--- src/rtl/core/drrip_pkg.sv ---
// Shared command and status types for the DRRIP tag cache core.
package drrip_pkg;

    // Controller to datapath commands
    typedef struct packed {
        logic clr;   // zero one set row of the stores
        logic load;  // capture the request word and read its set
        logic exec;  // update the set and register the result word
    } t_cmd;

    // Datapath to controller status
    typedef struct packed {
        logic clr_last;  // the clearing pass is at its last row
    } t_status;

endpackage

--- src/rtl/core/drrip_ctrl.sv ---
// Sequencer for the DRRIP tag cache: clearing pass, request accept, set update.
module drrip_ctrl (
    input  logic               i_clk,
    input  logic               i_rst_n,
    input  logic               start,
    output logic               busy,
    input  drrip_pkg::t_status i_status,
    output drrip_pkg::t_cmd    o_cmd
);
    import drrip_pkg::*;

    typedef enum logic [2:0] {
        S_CLEAR = 3'b001,
        S_IDLE  = 3'b010,
        S_EXEC  = 3'b100
    } t_state;

    t_state r_state, n_state;

    // Advance the state
    always_ff @(posedge i_clk) begin
        if (!i_rst_n) begin
            r_state <= S_CLEAR;
        end else begin
            r_state <= n_state;
        end
    end

    // Pick the next state and drive the commands
    always_comb begin
        n_state    = r_state;
        o_cmd      = '0;
        busy       = 1'b1;
        unique case (r_state)
            S_CLEAR: begin
                o_cmd.clr = 1'b1;
                if (i_status.clr_last) begin
                    n_state = S_IDLE;
                end
            end
            S_IDLE: begin
                busy = 1'b0;
                if (start) begin
                    o_cmd.load = 1'b1;
                    n_state    = S_EXEC;
                end
            end
            S_EXEC: begin
                o_cmd.exec = 1'b1;
                n_state    = S_IDLE;
            end
            default: begin
                n_state = S_CLEAR;
            end
        endcase
    end

`ifndef ASSERT_OFF
    // A load is always followed by exactly one update
    a_load_exec: assert property (@(posedge i_clk) disable iff (!i_rst_n)
        o_cmd.load |=> o_cmd.exec)
        else $error("load not followed by update");
    // No request is taken during the clearing pass
    a_no_load_clr: assert property (@(posedge i_clk) disable iff (!i_rst_n)
        o_cmd.clr |-> !o_cmd.load && busy)
        else $error("request taken while clearing");
    // An update never runs twice in a row
    a_exec_once: assert property (@(posedge i_clk) disable iff (!i_rst_n)
        o_cmd.exec |=> !o_cmd.exec)
        else $error("back to back update");
`endif

endmodule

--- config.mk ---
export PLATFORM = sky130hd
export DESIGN_NAME = drrip_ctrl
export DESIGN_NICKNAME = d
export VERILOG_FILES = /design/src/rtl/core/drrip_pkg.sv /design/src/rtl/core/drrip_ctrl.sv
export SDC_FILE = /design/constraint.sdc
export NUM_CORES = 1
export LEC_CHECK = 0
export ABC_AREA = 0
export ABC_CLOCK_PERIOD_IN_PS = 1050
export BUFFER_PORTS_ARGS = -buffer_cell sky130_fd_sc_hd__buf_4
export CAP_MARGIN = 20
export CORE_AREA = 8 8 45 47
export DETAILED_ROUTE_END_ITERATION = 7
export DIE_AREA = 0 0 53 55
export PLACE_DENSITY = 0.38
export SETUP_SLACK_MARGIN = 0.1
export SYNTH_ARGS = -nofsm -noshare
export SYNTH_HDL_FRONTEND = slang
export SYNTH_SLANG_ARGS = --single-unit
--- constraint.sdc ---
create_clock -name i_clk -period 1.05 [get_ports i_clk]
set_clock_uncertainty 0.15 [all_clocks]
set_input_delay 0.21 -clock i_clk [delete_from_list [all_inputs] [get_ports i_clk]]
set_output_delay 0.21 -clock i_clk [all_outputs]
set_load 0.1 [all_outputs]
======== Word level (Yosys, flattened, before mapping) ========
Cells that the tools add are included.
cells by class
  equality and inequality tests ........... 5
  mux-type cells .......................... 8
  reduce and logical (&&, ||, !) cells .... 1
operators with widths
  kind                                                                    number
  3-bit one-hot mux with 3 select lines                                   1
  3-bit 2-to-1 mux                                                        2
  1-bit 2-to-1 mux                                                        5
  2-bit != test (second input constant)                                   2
  3-bit by 1-bit equality test with 1-bit output (second input constant)  1
  3-bit by 2-bit equality test with 1-bit output (second input constant)  1
  3-bit equality test (second input constant)                             1
  2-bit AND reduction                                                     1
storage, ports and cells
  output and inout port bits .............. 4
  input bits .............................. 4
  word-level logic and storage cells ...... 15
  flip-flop bits (word level) ............. 3

======== Longest topological paths before layout ========
Gate-level depths: netlist of the first run.
  depth after elaboration ................. 3
  gate-level depth with buffers ........... 3
  depth with buffers taken out ............ 3

======== Worst setup path after synthesis of the first run ========
No wires, ideal clock.
  path kind ............................... reg-to-reg
  from .................................... register r_state[0]
  to ...................................... register r_state[1]
  arrival ................................. 3.086 ns
  stages on the path, launching flop included .. 4
  setup slack ............................. -2.250 ns
  period minus slack after synthesis ...... 3.300 ns
  setup time .............................. 0.064 ns
  buffers on the path ..................... 0
  data required time ...................... 0.836 ns
  cell sequence ........................... dfxtp_1 nor3b_1 and2_1 o31a_1
between the ends
  cells in the longest elaborated chain, start to end .. 3
  elaborated cells between the ends (all ways) .. 7
  those cells by class .................... eq/ne: 5; mux: 1; reduce/logical: 1
ends and longest elaborated chain
  element                                                                                                           line              RTL
  from (decl)                                                                                                       drrip_ctrl.sv:18  t_state r_state, n_state;
  from (signal assigned)                                                                                            drrip_ctrl.sv:25  r_state <= n_state;
  3-bit by 1-bit equality test with 1-bit output or 3-bit by 2-bit equality test with 1-bit output (tied branches)  drrip_ctrl.sv:34  unique case (r_state)
  2-bit != test (no source line)                                                                                    --
  2-bit AND reduction (no source line)                                                                              --
Parallel ways exist; a longest one is shown, timed or not.
A chain may end at the register's enable or synchronous reset.

==> reports/metrics.csv, run 1 <==
stage,metric,value,unit
timing,slew_headroom,81.44,%
finish,diodes,0,
timing,fin_ws,-0.5613,ns
power_and_ir_drop,p_sw_share,29.36,%
grt,overflow,0,
timing,rsz0062_at_grt,true,
timing,fmax,620.6,MHz
floorplanning,die_x,53,µm
synth,syn-instance-count,16,
finish,top_regs,r_state x3,
clock_network,clk_path_buf_depth,2,
status,violations,setup timing,
flow_run,cap_viol_max_count,0,
floorplanning,die_h,55,µm
power_and_ir_drop,seq_power_share,26.4,%
routing,drtIter0Drc,0,
routing,avgRoutedWirePerCell,9.647,µm
floorplanning,dieArea,2915,µm²
timing,final.period_utilization,153.5,%
grt,track_usage,3.659,%
timing,finalSetupViolations,7,
grt,antenna_found_initial,0,
finish,area_growth,158.7,%
synth,synth.net_count,20,
clock_network,clkTransAtPathRegs,0.04,ns
floorplanning,start_util,10.94,%
routing,ant_nets,0,
synth,yosysWarnings,0,
routing,drc,0,
synth,avgSynthCellArea,9.462,µm²
grt,grt_max_degree,5,
floorplanning,io_pins,8,
setup_path,worstPathMaxFanout,2,
routing,firstDrtPassIters,1,
setup_path,crit_arrival,1.25,ns
timing,period_needed,1.611,ns
synth,ys_seq_area_share,39.67,%
clock_network,clkLatencyLatePin,0.23,ns
power_and_ir_drop,clockPowerShare,42.0,%
finish,fin_area,391.6,µm²
placed_design,portBuffers,7,
finish,largest_reg_flops,3,
synth,synth_top_area_share,39.67,%
synth,synth_top_area_cell,dfxtp_1,
routing,vias,184,
power_and_ir_drop,p_int,0.3358,mW
finish,drive_gt1_share,80.00,%
placed_design,place_area,270.3,µm²
status,status,finished with violations,
power_and_ir_drop,vdd_drop_max,0.5636,mV
finish,fin_nets,40,
timing,drv_slew,0,
placed_design,gp_congestion,0.5931,
synth,ys_types,13,
clock_network,cts_root_buffer,clkbuf_4,
clock_network,htreeDepth,1,
setup_path,worst_setup_path_start_kind,flop,
routing,routed_via_density,3.608,
finish,post-route-util,28.30,%
synth,syn-cell-area,151.4,µm²
power_and_ir_drop,comb_power_share,31.6,%
setup_path,crit_type,flop to primary output,
grt,grt_pass1_wl,690,µm
floorplanning,core,1384,µm²
power_and_ir_drop,cellLeakagePower,0.1655,nW
min_path,hold_class,primary input to flop,
setup_path,worst_setup_path_end_kind,primary output,
clock_network,cts_made_buffers,3,
finish,regMostFlops,r_state,
synth,ys_ff_latch,3,
clock_network,hold_buffers,0,
grt,grt_pass1_vias,190,
timing,finalHoldViolations,0,
power_and_ir_drop,switchingPower,0.1396,mW
clock_network,cts_tree,done,
synth,synthTopCellsByArea,"dfxtp_1 (40%), and2_1 (8.3%), nor2_4 (7.4%)",
setup_path,required,0.69,ns
clock_network,numClockSinks,3,
routing,drt-total-wl,492,µm
timing,worst_pin_slew,0.2808,ns
power_and_ir_drop,cellPowerDensity,1214,nW/µm²
floorplanning,rows,14,
[layout by cell type, fill, tap and decap left out]
| cell type | n |
|---|---|
| clkbuf_4 | 3 |
| nor3b_4 | 1 |
| inv_1 | 1 |
| nor4b_1 | 1 |
| or2b_1 | 1 |
| clkbuf_1 | 1 |
| or3b_4 | 1 |
| a21oi_1 | 1 |
| buf_6 | 2 |
| and2_4 | 1 |
| and2_1 | 1 |
| dfxtp_2 | 3 |
| nand2b_4 | 1 |
| o31a_1 | 1 |
| buf_12 | 3 |
| o21ai_2 | 1 |
| buf_4 | 10 |
| nor2_4 | 2 |
[logic make-up (layout without fill, tap and decap cells)]
kind of cell	Yosys count	count (layout)	share of synthesized area, %
AOI/OAI and AO/OA	3	3	12.39
buffers and inverters	1	20	2.477
and+or+nand+nor	9	9	45.46
DFF	3	3	39.67
[power groups by stage]
stage | clock network (mW) | registers (mW) | logic, mW
floorplan | 0 | 0.131 | 0.0743
global placement | 0 | 0.126 | 0.110
detailed placement | 0 | 0.126 | 0.112
CTS | 0.214 | 0.125 | 0.137
global route | 0.224 | 0.126 | 0.155
finish | 0.200 | 0.125 | 0.150
[critical path, cell delays in order (launching register included)]
cell,delay (ns)
dfxtp_2,0.31
or3b_4,0.41
nor2_4,0.12
buf_12,0.18
[synth_stat cells]
cell      count
nor2_1        1
or3b_4        1
nor2_4        1
a21oi_1       1
nand2b_1      1
inv_1         1
dfxtp_1       3
nor4b_1       1
o21ai_1       1
and2_1        2
o31a_1        1
nor3b_1       1
or2b_1        1
[final cells by class]
cell class	count	area [µm²]
inverter	1	3.754
sequential	3	63.81
clock buffer	4	26.28
tap	16	20.02
timing repair buffer	15	157.7
multi-input combinational	12	120.1
fill	149	992.2
[per-stage QoR]
stage,total power [mW],setup WS (ns),std cells,TNS [ns],hold slack (ns)
detailed placement,0.2382,-0.4295,43,-1.723,0.2622
floorplan,0.2049,-0.8187,16,-4.394,0.1399
finish,0.4754,-0.5613,51,-2.913,0.01439
global placement,0.2360,-0.4066,43,-1.587,0.2626
global route,0.5053,-0.6081,51,-3.225,0.005201
CTS,0.4761,-0.5777,47,-2.541,0.01175
[worst paths after layout]
kind	start	to	slack [ns]	cells after the start
min	i_rst_n	r_state[0]	0.01	2
min reg2reg	r_state[0]	r_state[0]	0.49	3
max reg2reg	r_state[1]	r_state[1]	-0.40	7
max	r_state[2]	o_cmd[1]	-0.56	3
[routing by layer]
layer,track usage [%],share of wire [%],vias to the layer above
met1,3.187,45,81
met3,3.743,15,0
met2,3.906,39,10
met5,0,0,-
met4,5.172,0,0
li1,-,-,93
[timing repair]
item                                   in CTS  in global routing
setup endpoints to repair                   7                  7
pin swaps                                   4                  2
setup buffers                               0                  4
resized for setup                          13                  3
endpoints found under the hold margin       0                  0
(Power assumes the default switching activity.)
==> run 2, diff against run 1 <==
--- a/config.mk
+++ b/config.mk
@@ -7,12 +7,12 @@
 export LEC_CHECK = 0
 export ABC_AREA = 0
 export ABC_CLOCK_PERIOD_IN_PS = 1050
-export BUFFER_PORTS_ARGS = -buffer_cell sky130_fd_sc_hd__buf_4
+export BUFFER_PORTS_ARGS = -buffer_cell sky130_fd_sc_hd__buf_2
 export CAP_MARGIN = 20
 export CORE_AREA = 8 8 45 47
+export CTS_CLUSTER_SIZE = 14
 export DETAILED_ROUTE_END_ITERATION = 7
 export DIE_AREA = 0 0 53 55
-export PLACE_DENSITY = 0.38
 export SETUP_SLACK_MARGIN = 0.1
 export SYNTH_ARGS = -nofsm -noshare
 export SYNTH_HDL_FRONTEND = slang
==> run 2 against run 1 <==
- the run still ends with setup timing left
- worst hold slack gained 0.031 ns
- core utilization shrank 2.4 points
- power shrank 2.7%
- sequential power is essentially flat
- register-to-register slack gained 0.05 ns
- via count shrank 4.3%
- sequential share of layout area grew 1.2 points
- non-clock buffer count shrank 2
- die area is the same
==> reports/metrics.csv, run 2 (synthesized netlist as in run 1, its figures left out) <==
stage,metric,value,unit,change
clock_network,htreeDepth,1,,unchanged
routing,drc,0,,unchanged
power_and_ir_drop,p_total,0.4624,mW,was 0.4754 mW
floorplanning,dieArea,2915,µm²,unchanged
finish,area_growth,136.4,%,was 158.7%
grt,grt_max_degree,5,,unchanged
finish,top_regs,r_state x3,,unchanged
floorplanning,io_pins,8,,unchanged
power_and_ir_drop,cellLeakagePower,0.1479,nW,was 0.1655 nW
finish,regArea,62.56,µm²,was 63.81 µm²
finish,regMostFlops,r_state,,unchanged
clock_network,cts_made_buffers,3,,unchanged
timing,worst_pin_slew,0.4842,ns,was 0.2808 ns
floorplanning,start_util,10.94,%,unchanged
grt,overflow,0,,unchanged
routing,routed_via_density,3.592,,was 3.608
clock_network,clk_path_buf_depth,2,,unchanged
placed_design,place_inst,44,,was 43
grt,antenna_found_initial,0,,unchanged
placed_design,gp_congestion,0.7353,,was 0.5931
routing,drtIter0Drc,0,,unchanged
timing,finalSetupViolations,7,,unchanged
finish,largest_reg_flops,3,,unchanged
finish,diodes,0,,unchanged
finish,drive_gt1_share,75.76,%,was 80.00%
setup_path,required,0.69,ns,about the same
finish,multiInputGateArea,120.1,µm²,unchanged
status,violations,setup timing,,unchanged
clock_network,cts_tree,done,,unchanged
setup_path,crit_arrival,1.24,ns,was 1.25 ns
floorplanning,die_h,55,µm,unchanged
floorplanning,core,1384,µm²,unchanged
routing,drt-total-wl,443,µm,was 492 µm
routing,vias,176,,was 184
setup_path,worst_setup_path_start_kind,flop,,unchanged
routing,ant_nets,0,,unchanged
power_and_ir_drop,cellPowerDensity,1292,nW/µm²,was 1214 nW/µm²
placed_design,portBuffers,7,,unchanged
min_path,hold_class,primary input to flop,,unchanged
routing,avgRoutedWirePerCell,9.041,µm,was 9.647 µm
finish,mostFrequentLayoutCells,"buf_4 (6), buf_2 (4), clkbuf_4 (3), buf_12 (3)",,"was buf_4 (10), clkbuf_4 (3), buf_12 (3), dfxtp_2 (3)"
timing,final.period_utilization,151.9,%,was 153.5%
grt,grt_pass1_wl,717,µm,was 690 µm
clock_network,cts_root_buffer,clkbuf_4,,unchanged
power_and_ir_drop,vdd_drop_max,0.5165,mV,was 0.5636 mV
timing,drv_slew,0,,unchanged
flow_run,cap_viol_max_count,0,,unchanged
timing,slew_headroom,67.94,%,was 81.44%
status,status,finished with violations,,unchanged
routing,firstDrtPassIters,1,,unchanged
grt,grt_pass1_vias,198,,was 190
clock_network,numClockSinks,3,,unchanged
timing,holdWs,0.04545,ns,was 0.01439 ns
timing,period_needed,1.595,ns,was 1.611 ns
setup_path,slowest_stage,or3b_4,,unchanged
floorplanning,rows,14,,unchanged
setup_path,worstPathMaxFanout,2,,unchanged
setup_path,crit_type,flop to primary output,,unchanged
finish,finalNonFillerCells,49,,was 51
timing,fin_ws,-0.5453,ns,was -0.5613 ns
clock_network,clkLatencyLatePin,0.23,ns,about the same
finish,fin_nets,38,,was 40
finish,layout_commonest_cell,buf_4,,unchanged
grt,track_usage,3.878,%,was 3.659%
setup_path,cp_cell_sequence,or3b_4 > buf_2,,was or3b_4 > nor2_4 > buf_12
timing,fmax,626.8,MHz,was 620.6 MHz
timing,rsz0062_at_grt,true,,unchanged
setup_path,slowest_delay,0.40,ns,was 0.41 ns
timing,fin_tns_setup,-2.561,ns,was -2.913 ns
placed_design,dp_hpwl,343,µm,
floorplanning,die_x,53,µm,unchanged
timing,finalHoldViolations,0,,unchanged
setup_path,worst_setup_path_end_kind,primary output,,unchanged
clock_network,clkTransAtPathRegs,0.04,ns,about the same
finish,fillers,148,,was 149
==> run 2: layout make-up <==
type	count	area share [%]
timing repair buffer	13	34.97
multi-input combinational	12	33.57
sequential	3	17.48
clock buffer	4	7.343
tap	16	5.594
inverter	1	1.049
==> run 2: path summary, 6_finish.rpt <==
path	from	end	slack (ns)	depth (start not counted)
worst max-delay path	r_state[2]	busy	-0.55	2
worst min register to register	r_state[0]	r_state[0]	0.50	3
worst max register to register	r_state[1]	r_state[1]	-0.35	6
worst min-delay path	i_rst_n	r_state[0]	0.05	2
==> run 2: what timing repair did <==
action,in CTS,in global routing
setup endpoints to repair,7,7
hold buffers,0,0
pin swaps,4,2
hold endpoints to repair,0,0
setup buffers,1,0
resized for setup,4,0
==> run 2: routing by layer <==
layer	GRT usage, %	part of all wire, %	vias to the layer above
li1	-	-	90
met1	2.580	36	79
met3	1.872	9.0	2
met4	6.466	0.90	0
met5	0	0	-
met2	6.250	53	5
==> run 2: worst max-delay path, delay by kind of cell (launching register included) <==
kind,cells,cell delay (ns)
DFF,1,0.30
buffers and inverters,1,0.30
and+or+nand+nor,1,0.40
==> run 2: stage by stage <==
stage / utilization, % / area (µm²) / worst slack (ns)
floorplan: - / 167.7 / -0.8187
global placement: 22.06 / 305.3 / -0.3340
detailed placement: 22.06 / 305.3 / -0.3402
CTS: 25.86 / 357.8 / -0.5633
global route: 25.86 / 357.8 / -0.5772
finish: 25.86 / 357.8 / -0.5453
==> run 2: power by group <==
group	total, mW	internal [mW]	switching (mW)
Clock	0.199	0.142	0.0567
Sequential	0.125	0.122	0.00292
Combinational	0.139	0.0616	0.0771
Total	0.462	0.326	0.137
